==> config.mk <==
export PLATFORM = sky130hd
export DESIGN_NAME = positional_list_engine
export DESIGN_NICKNAME = d
export VERILOG_FILES = /design/src/ple_pkg.sv /design/src/ple_ram.sv /design/src/positional_list_engine.sv
export SDC_FILE = /design/constraint.sdc
export NUM_CORES = 1
export LEC_CHECK = 0
export BUFFER_PORTS_ARGS = -buffer_cell sky130_fd_sc_hd__buf_4
export CORE_MARGIN = 3
export CORE_UTILIZATION = 35
export CTS_CLUSTER_DIAMETER = 200
export DETAILED_ROUTE_END_ITERATION = 8
export MAX_ROUTING_LAYER = met4
export PLACE_DENSITY = 0.57
export SYNTH_ARGS = -nofsm -noshare
export SYNTH_HDL_FRONTEND = slang
export SYNTH_SLANG_ARGS = --single-unit
==> constraint.sdc <==
create_clock -name clk -period 5.1 [get_ports clk]
set_input_delay 0.51 -clock clk [delete_from_list [all_inputs] [get_ports clk]]
set_output_delay 0.51 -clock clk [all_outputs]
set_load 0.1 [all_outputs]
==> src/ple_pkg.sv <==
// ----------------------------------------------------------------------------
// ple_pkg
// Shared types and codes for the positional list engine: the request and
// response item layouts, the request codes and the status codes.
// ----------------------------------------------------------------------------
`default_nettype none

package ple_pkg;

    localparam logic [3:0] REQ_INS_FRONT  = 4'd0;
    localparam logic [3:0] REQ_INS_BACK   = 4'd1;
    localparam logic [3:0] REQ_INS_AT     = 4'd2;
    localparam logic [3:0] REQ_DEL_FRONT  = 4'd3;
    localparam logic [3:0] REQ_DEL_BACK   = 4'd4;
    localparam logic [3:0] REQ_DEL_AT     = 4'd5;
    localparam logic [3:0] REQ_FIND_FIRST = 4'd6;
    localparam logic [3:0] REQ_FIND_LAST  = 4'd7;
    localparam logic [3:0] REQ_COUNT      = 4'd8;
    localparam logic [3:0] REQ_READ_COUNT = 4'd9;

    localparam logic [1:0] STAT_OK    = 2'd0;
    localparam logic [1:0] STAT_RANGE = 2'd1;
    localparam logic [1:0] STAT_FULL  = 2'd2;
    localparam logic [1:0] STAT_EMPTY = 2'd3;

    typedef struct packed {
        logic [3:0]         req_type;
        logic [4:0]         position;
        logic signed [31:0] value;
    } ple_req_t;

    typedef struct packed {
        logic [1:0] status;
        logic [4:0] found_position;
        logic [4:0] match_count;
        logic [4:0] entry_count;
    } ple_rsp_t;

endpackage

`default_nettype wire

==> src/ple_ram.sv <==
// ----------------------------------------------------------------------------
// ple_ram
// Generic single-clock RAM: one write port, one read port, registered read.
// ----------------------------------------------------------------------------
`default_nettype none

module ple_ram #(
    parameter int WIDTH = 32,
    parameter int DEPTH = 16,
    localparam int AddrW = (DEPTH > 1) ? $clog2(DEPTH) : 1
) (
    input  wire logic             clk,
    input  wire logic             wr_en,
    input  wire logic [AddrW-1:0] wr_addr,
    input  wire logic [WIDTH-1:0] wr_data,
    input  wire logic             rd_en,
    input  wire logic [AddrW-1:0] rd_addr,
    output logic      [WIDTH-1:0] rd_data
);

    logic [WIDTH-1:0] mem [DEPTH];

    always_ff @(posedge clk)
    begin
        if (wr_en)
        begin
            mem[wr_addr] <= wr_data;
        end
        if (rd_en)
        begin
            rd_data <= mem[rd_addr];
        end
    end

endmodule

`default_nettype wire

==> src/positional_list_engine.sv <==
// ----------------------------------------------------------------------------
// positional_list_engine
// Ordered list of up to CAPACITY signed 32-bit values held in one RAM in list
// order. Inserts and deletes at front, back or a 1-based position; searches
// for the first or last match of a key; counts matches; reads the count.
// ----------------------------------------------------------------------------
// One request is worked at a time. A request that walks n stored entries
// reads them in turn, handles the last read-back, finishes, loads the
// response register and returns to idle. n is the entry count for a search
// or match count, the entries from the slot to the end for an insert, and
// the entries after the removed slot for a delete. A walk with nothing to
// move (insert at the back, delete of the last entry, search of an empty
// list) does no reads; a rejected request or a count read skips the walk.
// The walk is paced by the single RAM read port, one entry per cycle, with
// the read-back write overlapped with the next read. A finished response
// sits in an output register, so the next request is accepted while it
// waits to be taken; a request that finishes while that register is still
// full holds until it is taken.
`default_nettype none

module positional_list_engine
    import ple_pkg::*;
#(
    parameter int CAPACITY = 16
) (
    input  wire logic     clk,
    input  wire logic     rst_n,
    input  wire logic     req_valid,
    output logic          req_ready,
    input  wire ple_req_t req,
    output logic          rsp_valid,
    input  wire logic     rsp_ready,
    output ple_rsp_t      rsp
);

    localparam int ADDR_W = $clog2(CAPACITY);
    localparam int CNT_W  = $clog2(CAPACITY + 1);
    localparam int CMP_W  = ((CNT_W > 5) ? CNT_W : 5) + 1;

    typedef enum logic [2:0] {
        ST_IDLE = 3'b001,
        ST_WALK = 3'b010,
        ST_DONE = 3'b100
    } state_t;

    state_t              state_reg,   state_next;
    logic [CNT_W-1:0]    count_reg,   count_next;
    logic [3:0]          code_reg,    code_next;
    logic [31:0]         key_reg,     key_next;
    logic [ADDR_W-1:0]   idx_reg,     idx_next;
    logic [ADDR_W-1:0]   ptr_reg,     ptr_next;
    logic [ADDR_W-1:0]   stop_reg,    stop_next;
    logic                issuing_reg, issuing_next;
    logic                pend_reg,    pend_next;
    logic [ADDR_W-1:0]   paddr_reg,   paddr_next;
    logic [1:0]          status_reg,  status_next;
    logic [CNT_W-1:0]    found_reg,   found_next;
    logic [CNT_W-1:0]    match_reg,   match_next;
    logic                rsp_valid_reg, rsp_valid_next;
    ple_rsp_t            rsp_reg,     rsp_next;

    logic                wr_en;
    logic [ADDR_W-1:0]   wr_addr;
    logic [31:0]         wr_data;
    logic                rd_en;
    logic [ADDR_W-1:0]   rd_addr;
    logic [31:0]         rd_data;

    ple_ram #(
        .WIDTH (32),
        .DEPTH (CAPACITY)
    ) u_ram (
        .clk     (clk),
        .wr_en   (wr_en),
        .wr_addr (wr_addr),
        .wr_data (wr_data),
        .rd_en   (rd_en),
        .rd_addr (rd_addr),
        .rd_data (rd_data)
    );

    assign req_ready = (state_reg == ST_IDLE);
    assign rsp_valid = rsp_valid_reg;
    assign rsp       = rsp_reg;

    always_comb
    begin
        logic              full;
        logic              empty;
        logic [CMP_W-1:0]  pos_ext;
        logic [CMP_W-1:0]  cnt_ext;
        logic [ADDR_W-1:0] last_idx;
        logic [ADDR_W-1:0] pos_idx;
        logic [CNT_W-1:0]  paddr_pos;

        full      = (count_reg == CNT_W'(CAPACITY));
        empty     = (count_reg == '0);
        pos_ext   = CMP_W'(req.position);
        cnt_ext   = CMP_W'(count_reg);
        last_idx  = ADDR_W'(count_reg - CNT_W'(1));
        pos_idx   = ADDR_W'(pos_ext - CMP_W'(1));
        paddr_pos = CNT_W'(paddr_reg) + CNT_W'(1);

        state_next     = state_reg;
        count_next     = count_reg;
        code_next      = code_reg;
        key_next       = key_reg;
        idx_next       = idx_reg;
        ptr_next       = ptr_reg;
        stop_next      = stop_reg;
        issuing_next   = issuing_reg;
        pend_next      = pend_reg;
        paddr_next     = paddr_reg;
        status_next    = status_reg;
        found_next     = found_reg;
        match_next     = match_reg;
        rsp_valid_next = rsp_valid_reg;
        rsp_next       = rsp_reg;
        wr_en          = 1'b0;
        wr_addr        = '0;
        wr_data        = rd_data;
        rd_en          = 1'b0;
        rd_addr        = ptr_reg;

        if (rsp_valid_reg && rsp_ready)
        begin
            rsp_valid_next = 1'b0;
        end

        unique case (state_reg)
            ST_IDLE:
            begin
                if (req_valid)
                begin
                    code_next    = req.req_type;
                    key_next     = req.value;
                    status_next  = STAT_OK;
                    found_next   = '0;
                    match_next   = '0;
                    pend_next    = 1'b0;
                    issuing_next = 1'b0;
                    state_next   = ST_DONE;
                    case (req.req_type) inside
                        REQ_INS_FRONT, REQ_INS_BACK, REQ_INS_AT:
                        begin
                            if (req.req_type == REQ_INS_AT &&
                                (pos_ext == '0 || pos_ext > cnt_ext + CMP_W'(1)))
                            begin
                                status_next = STAT_RANGE;
                            end
                            else if (full)
                            begin
                                status_next = STAT_FULL;
                            end
                            else
                            begin
                                if (req.req_type == REQ_INS_FRONT)
                                    idx_next = '0;
                                else if (req.req_type == REQ_INS_BACK)
                                    idx_next = ADDR_W'(count_reg);
                                else
                                    idx_next = pos_idx;
                                ptr_next     = last_idx;
                                stop_next    = idx_next;
                                issuing_next = (CNT_W'(idx_next) != count_reg);
                                state_next   = ST_WALK;
                            end
                        end
                        REQ_DEL_FRONT, REQ_DEL_BACK, REQ_DEL_AT:
                        begin
                            if (empty)
                            begin
                                status_next = STAT_EMPTY;
                            end
                            else if (req.req_type == REQ_DEL_AT &&
                                     (pos_ext == '0 || pos_ext > cnt_ext))
                            begin
                                status_next = STAT_RANGE;
                            end
                            else
                            begin
                                if (req.req_type == REQ_DEL_FRONT)
                                    idx_next = '0;
                                else if (req.req_type == REQ_DEL_BACK)
                                    idx_next = last_idx;
                                else
                                    idx_next = pos_idx;
                                ptr_next     = idx_next + ADDR_W'(1);
                                stop_next    = last_idx;
                                issuing_next = (CNT_W'(idx_next) + CNT_W'(1) < count_reg);
                                state_next   = ST_WALK;
                            end
                        end
                        REQ_FIND_FIRST, REQ_FIND_LAST, REQ_COUNT:
                        begin
                            ptr_next     = '0;
                            stop_next    = last_idx;
                            issuing_next = !empty;
                            state_next   = ST_WALK;
                        end
                        default:
                        begin
                            state_next = ST_DONE;
                        end
                    endcase
                end
            end

            ST_WALK:
            begin
                // read stage
                if (issuing_reg)
                begin
                    rd_en      = 1'b1;
                    rd_addr    = ptr_reg;
                    pend_next  = 1'b1;
                    paddr_next = ptr_reg;
                    if (ptr_reg == stop_reg)
                        issuing_next = 1'b0;
                    else if (code_reg inside {REQ_INS_FRONT, REQ_INS_BACK, REQ_INS_AT})
                        ptr_next = ptr_reg - ADDR_W'(1);
                    else
                        ptr_next = ptr_reg + ADDR_W'(1);
                end
                else
                begin
                    pend_next = 1'b0;
                end

                // data stage
                if (pend_reg)
                begin
                    case (code_reg) inside
                        REQ_INS_FRONT, REQ_INS_BACK, REQ_INS_AT:
                        begin
                            wr_en   = 1'b1;
                            wr_addr = paddr_reg + ADDR_W'(1);
                            wr_data = rd_data;
                        end
                        REQ_DEL_FRONT, REQ_DEL_BACK, REQ_DEL_AT:
                        begin
                            wr_en   = 1'b1;
                            wr_addr = paddr_reg - ADDR_W'(1);
                            wr_data = rd_data;
                        end
                        REQ_FIND_FIRST:
                        begin
                            if (rd_data == key_reg && found_reg == '0)
                                found_next = paddr_pos;
                        end
                        REQ_FIND_LAST:
                        begin
                            if (rd_data == key_reg)
                                found_next = paddr_pos;
                        end
                        REQ_COUNT:
                        begin
                            if (rd_data == key_reg)
                                match_next = match_reg + CNT_W'(1);
                        end
                        default:
                        begin
                        end
                    endcase
                end

                if (!issuing_reg && !pend_reg)
                begin
                    case (code_reg) inside
                        REQ_INS_FRONT, REQ_INS_BACK, REQ_INS_AT:
                        begin
                            wr_en      = 1'b1;
                            wr_addr    = idx_reg;
                            wr_data    = key_reg;
                            count_next = count_reg + CNT_W'(1);
                        end
                        REQ_DEL_FRONT, REQ_DEL_BACK, REQ_DEL_AT:
                        begin
                            count_next = count_reg - CNT_W'(1);
                        end
                        default:
                        begin
                        end
                    endcase
                    state_next = ST_DONE;
                end
            end

            ST_DONE:
            begin
                if (!rsp_valid_reg || rsp_ready)
                begin
                    rsp_next.status         = status_reg;
                    rsp_next.found_position = 5'(found_reg);
                    rsp_next.match_count    = 5'(match_reg);
                    rsp_next.entry_count    = 5'(count_reg);
                    rsp_valid_next          = 1'b1;
                    state_next              = ST_IDLE;
                end
            end

            default:
            begin
                state_next = ST_IDLE;
            end
        endcase
    end

    always_ff @(posedge clk or negedge rst_n)
    begin
        if (!rst_n)
        begin
            state_reg     <= ST_IDLE;
            count_reg     <= '0;
            issuing_reg   <= 1'b0;
            pend_reg      <= 1'b0;
            rsp_valid_reg <= 1'b0;
        end
        else
        begin
            state_reg     <= state_next;
            count_reg     <= count_next;
            issuing_reg   <= issuing_next;
            pend_reg      <= pend_next;
            rsp_valid_reg <= rsp_valid_next;
        end
    end

    always_ff @(posedge clk)
    begin
        code_reg   <= code_next;
        key_reg    <= key_next;
        idx_reg    <= idx_next;
        ptr_reg    <= ptr_next;
        stop_reg   <= stop_next;
        paddr_reg  <= paddr_next;
        status_reg <= status_next;
        found_reg  <= found_next;
        match_reg  <= match_next;
        rsp_reg    <= rsp_next;
    end

endmodule

`default_nettype wire

==> metrics.md <==
| Metric | Value |
|---|---|
| Post-Route WL | `59.1 mm` |
| IO Pins | `64` |
| Worst-margin pin slew | `0.983 ns` |
| Internal Power | `10,500 uW` |
| Simple-gate share of the synthesized area | `4.56%` |
| Post-synth EDFFs | `625` |
| Mapped Cells | `1,311` |
| Syn Std Cell Area | `25,700 um2` |
| Routed WL per cell | `24.5 um` |
| Sequential area share after synthesis | `74.0%` |
| DRT antenna net count | `0` |
| Pre-antenna DRT Iters | `5` |
| Height of the die | `277 um` |
| Primary FF master, synth | `edfxtp_1` |
| Routability congestion estimate | `0.808` |
| Pwr Total | `14,600 uW` |
| Initial Util | `35.7%` |
| Max Buffers Root-to-Sink | `3` |
| Synth area leader | `edfxtp_1` |
| Rows | `98` |
| Number of max-cap violations | `0` |
| H-tree levels | `3` |
| Pins Over Slew Limit | `0` |
| All-Layer GR Usage | `15.8%` |
| WP data arrival | `4.21 ns` |
| CTS tree | `done` |
| Multiplexer share of the synthesized area | `14.1%` |
| Post-CTS Setup Inserts | `0` |
| Area growth syn-to-layout | `15.1%` |
| RSZ-0062 raised after global routing | `false` |
| Worst stage delay on the critical path | `0.59 ns` |
| Final setup fails | `0` |
| Chip width | `277 um` |
| Largest family of logic cells by synthesized area | `multiplexers` |
| Synth top area cells | `edfxtp_1 (73%), mux4_2 (14%), nand2_1 (1.8%), xor2_1 (1.5%), ha_1 (1.1%)` |
| Outcome | `completed` |
| Vias in the first global route | `13,100` |
| Adder-cell area share of the yosys netlist | `1.20%` |
| Worst Hold Class | `primary input to flip-flop` |
| CTS Sinks | `636` |
| Startpoint types | `flip-flop` |
| Largest register FFs | `512` |
| Yosys top cell area share | `73.0%` |
| FILL cells | `6,366` |
| Crit Path Max Fanout | `20` |
| First-pass GRT wire length | `87.6 mm` |
| CTS buffer count | `69` |
| CP required | `5.39 ns` |
| Final Hold Vio Count | `0` |
| CTS Hold Bufs | `1` |
| Detailed-route DRC error count | `0` |
| Period utilisation layout | `76.9%` |
| Async SR Flop Fraction | `1.73%` |
| Syn Area/Cell | `19.6 um2` |
| Nets | `1,483` |
| Sequential Area | `19,000 um2` |
| Full die area | `76,800 um2` |
| Fmax | `0.255 GHz` |
| P per Cell Area | `494 nW/um2` |
| Cts repair resizes | `0` |
| Via count | `12,700` |
| WS Path Type | `flip-flop to flip-flop` |
| Worst slew margin | `34.2%` |
| Setup TNS | `0 ns` |
| Later-pin clock latency in the skew report | `0.61 ns` |
| GRT overflow | `0` |
| Most frequent cells after synthesis | `edfxtp_1 (625), mux4_2 (160), nand2_1 (126), nor2_1 (53), xor2_1 (44)` |
| Switching Share | `28.0%` |
| Finished Core Util | `41.1%` |
| Crit path from | `code_reg[1]` |
| Psw | `4090 uW` |
| XOR/XNOR share of the synthesized area | `2.08%` |
| Buffers added on ports | `63` |
| Syn_nets | `1,380` |
| Synth warn | `0` |
| Flops & latches, synth | `636` |
| Count leader, synth | `edfxtp_1` |
| Clock root buffer | `clkbuf_16` |
| Crit path cell chain | `a211o_1 > inv_6 > and3_2 > buf_4 > nand2_1 > a211o_1 > nor2_4 > buf_4` |
| Pleak | `0.00950 uW` |
| Initial antenna violation count | `0` |
| Core Footprint | `72,100 um2` |
| Slowest stage cell, crit path | `nor2_4` |
| Worst vdd ir | `0.000396 V` |
| Ant. Diodes | `0` |
| Largest net degree at the start of global routing | `75` |
| CP endpoint kind | `flip-flop` |
| Clock share of power | `32.3%` |
| Beginning of the worst register-to-register path | `code_reg[1]` |
| Comb pwr share | `24.1%` |
| Complex-gate fraction of the synthesized area | `2.74%` |
| Post-synth cell types | `69` |
| Share of cells above drive strength 1 | `25.5%` |
| Hold_sp | `req[3]` |
| Clk_skew | `0.0253 ns` |
| Final min period | `3.92 ns` |
| Clock slew at reported path FFs | `0.06 ns` |
| Flop pwr share | `43.6%` |
| Multi-input combinational cell area | `6470 um2` |
| Vias per cell | `5.26` |
| DRT iter0 DRCs | `1,261` |
| Post-DP HPWL | `35.3 mm` |
cell families after synthesis:
kind of cell             after synthesis
multiplexers                         161
XOR/XNOR                              61
AO/OA/AOI/OAI                         98
adder cells (fa/ha/maj)               24
buffers and inverters                 76
flip-flops                           636
AND/OR/NAND/NOR                      255
power by group through the flow:
stage,combinational [uW],sequential [uW],clock [uW]
floorplan,2600,6480,0
CTS,3620,6370,4860
detailed placement,3600,6480,0
finish,3530,6370,4730
global placement,3590,6470,0
global route,3810,6390,5080
worst max-delay path: cells and delay by family (launching register included):
kind,cells,cell delay (ns)
compound gates,2,0.94
flops,1,0.45
simple gates,3,1.25
buf+inv,3,0.95
worst paths after layout:
path,cells past startpoint,slack (ns),to
max,8,1.18,u_ram.mem[6][0]
max in group asynchronous,2,4.57,state_reg[0]
min reg2reg,0,0.42,rsp[15]
min,1,0.08,key_reg[3]
max reg2reg,8,1.18,u_ram.mem[6][0]
min in group asynchronous,2,0.29,count_reg[0]
through the flow:
step	instance area, um2	hold WS, ns	worst slack [ns]	cells
4_1_cts	29600	0.0324	1.13	2411
2_1_floorplan	25700	0.214	0.957	1311
5_1_grt	29600	0.0346	0.941	2411
3_3_place_gp	27500	0.361	1.21	2292
6_report	29600	0.0762	1.18	2411
3_5_place_dp	27500	0.364	1.13	2292
layout by cell type, fill, tap and decap left out, types with 4 or more instances in the layout:
master,count
nand3_1,9
buf_4,89
clkinv_2,5
nor3_1,10
ha_1,23
edfxtp_1,625
xnor2_1,17
o21ai_0,15
nand2_1,125
nor2b_1,6
nor2_1,37
xor2_1,44
nor2_4,16
dfrtp_1,10
a21o_1,7
mux4_2,160
a21oi_1,24
and3_1,4
clkbuf_16,71
and2_1,7
clkinv_1,10
o221ai_1,4
nand2b_1,7
clkbuf_1,23
inv_1,14
nor4_1,9
final cells by class:
| cell class | instances | share of cell area [%] |
|---|---|---|
| clock buffer | 95 | 6.34 |
| multi-input combinational | 599 | 21.8 |
| timing repair buffer | 92 | 2.43 |
| tap | 950 | 4.01 |
| inverter | 16 | 0.220 |
| sequential | 636 | 64.3 |
| clock inverter | 23 | 0.837 |
routing by layer:
layer / wire length [um] / GRT usage, % / part of all wire, % / vias to the layer above
met5: 0 / - / 0 / -
met4: 1300 / 4.07 / 2.2 / 0
met3: 3170 / 2.98 / 5.4 / 97
met2: 28400 / 24.6 / 48 / 394
met1: 26200 / 21.6 / 44 / 6671
li1: - / - / - / 5529
(Power assumes the default switching activity.)
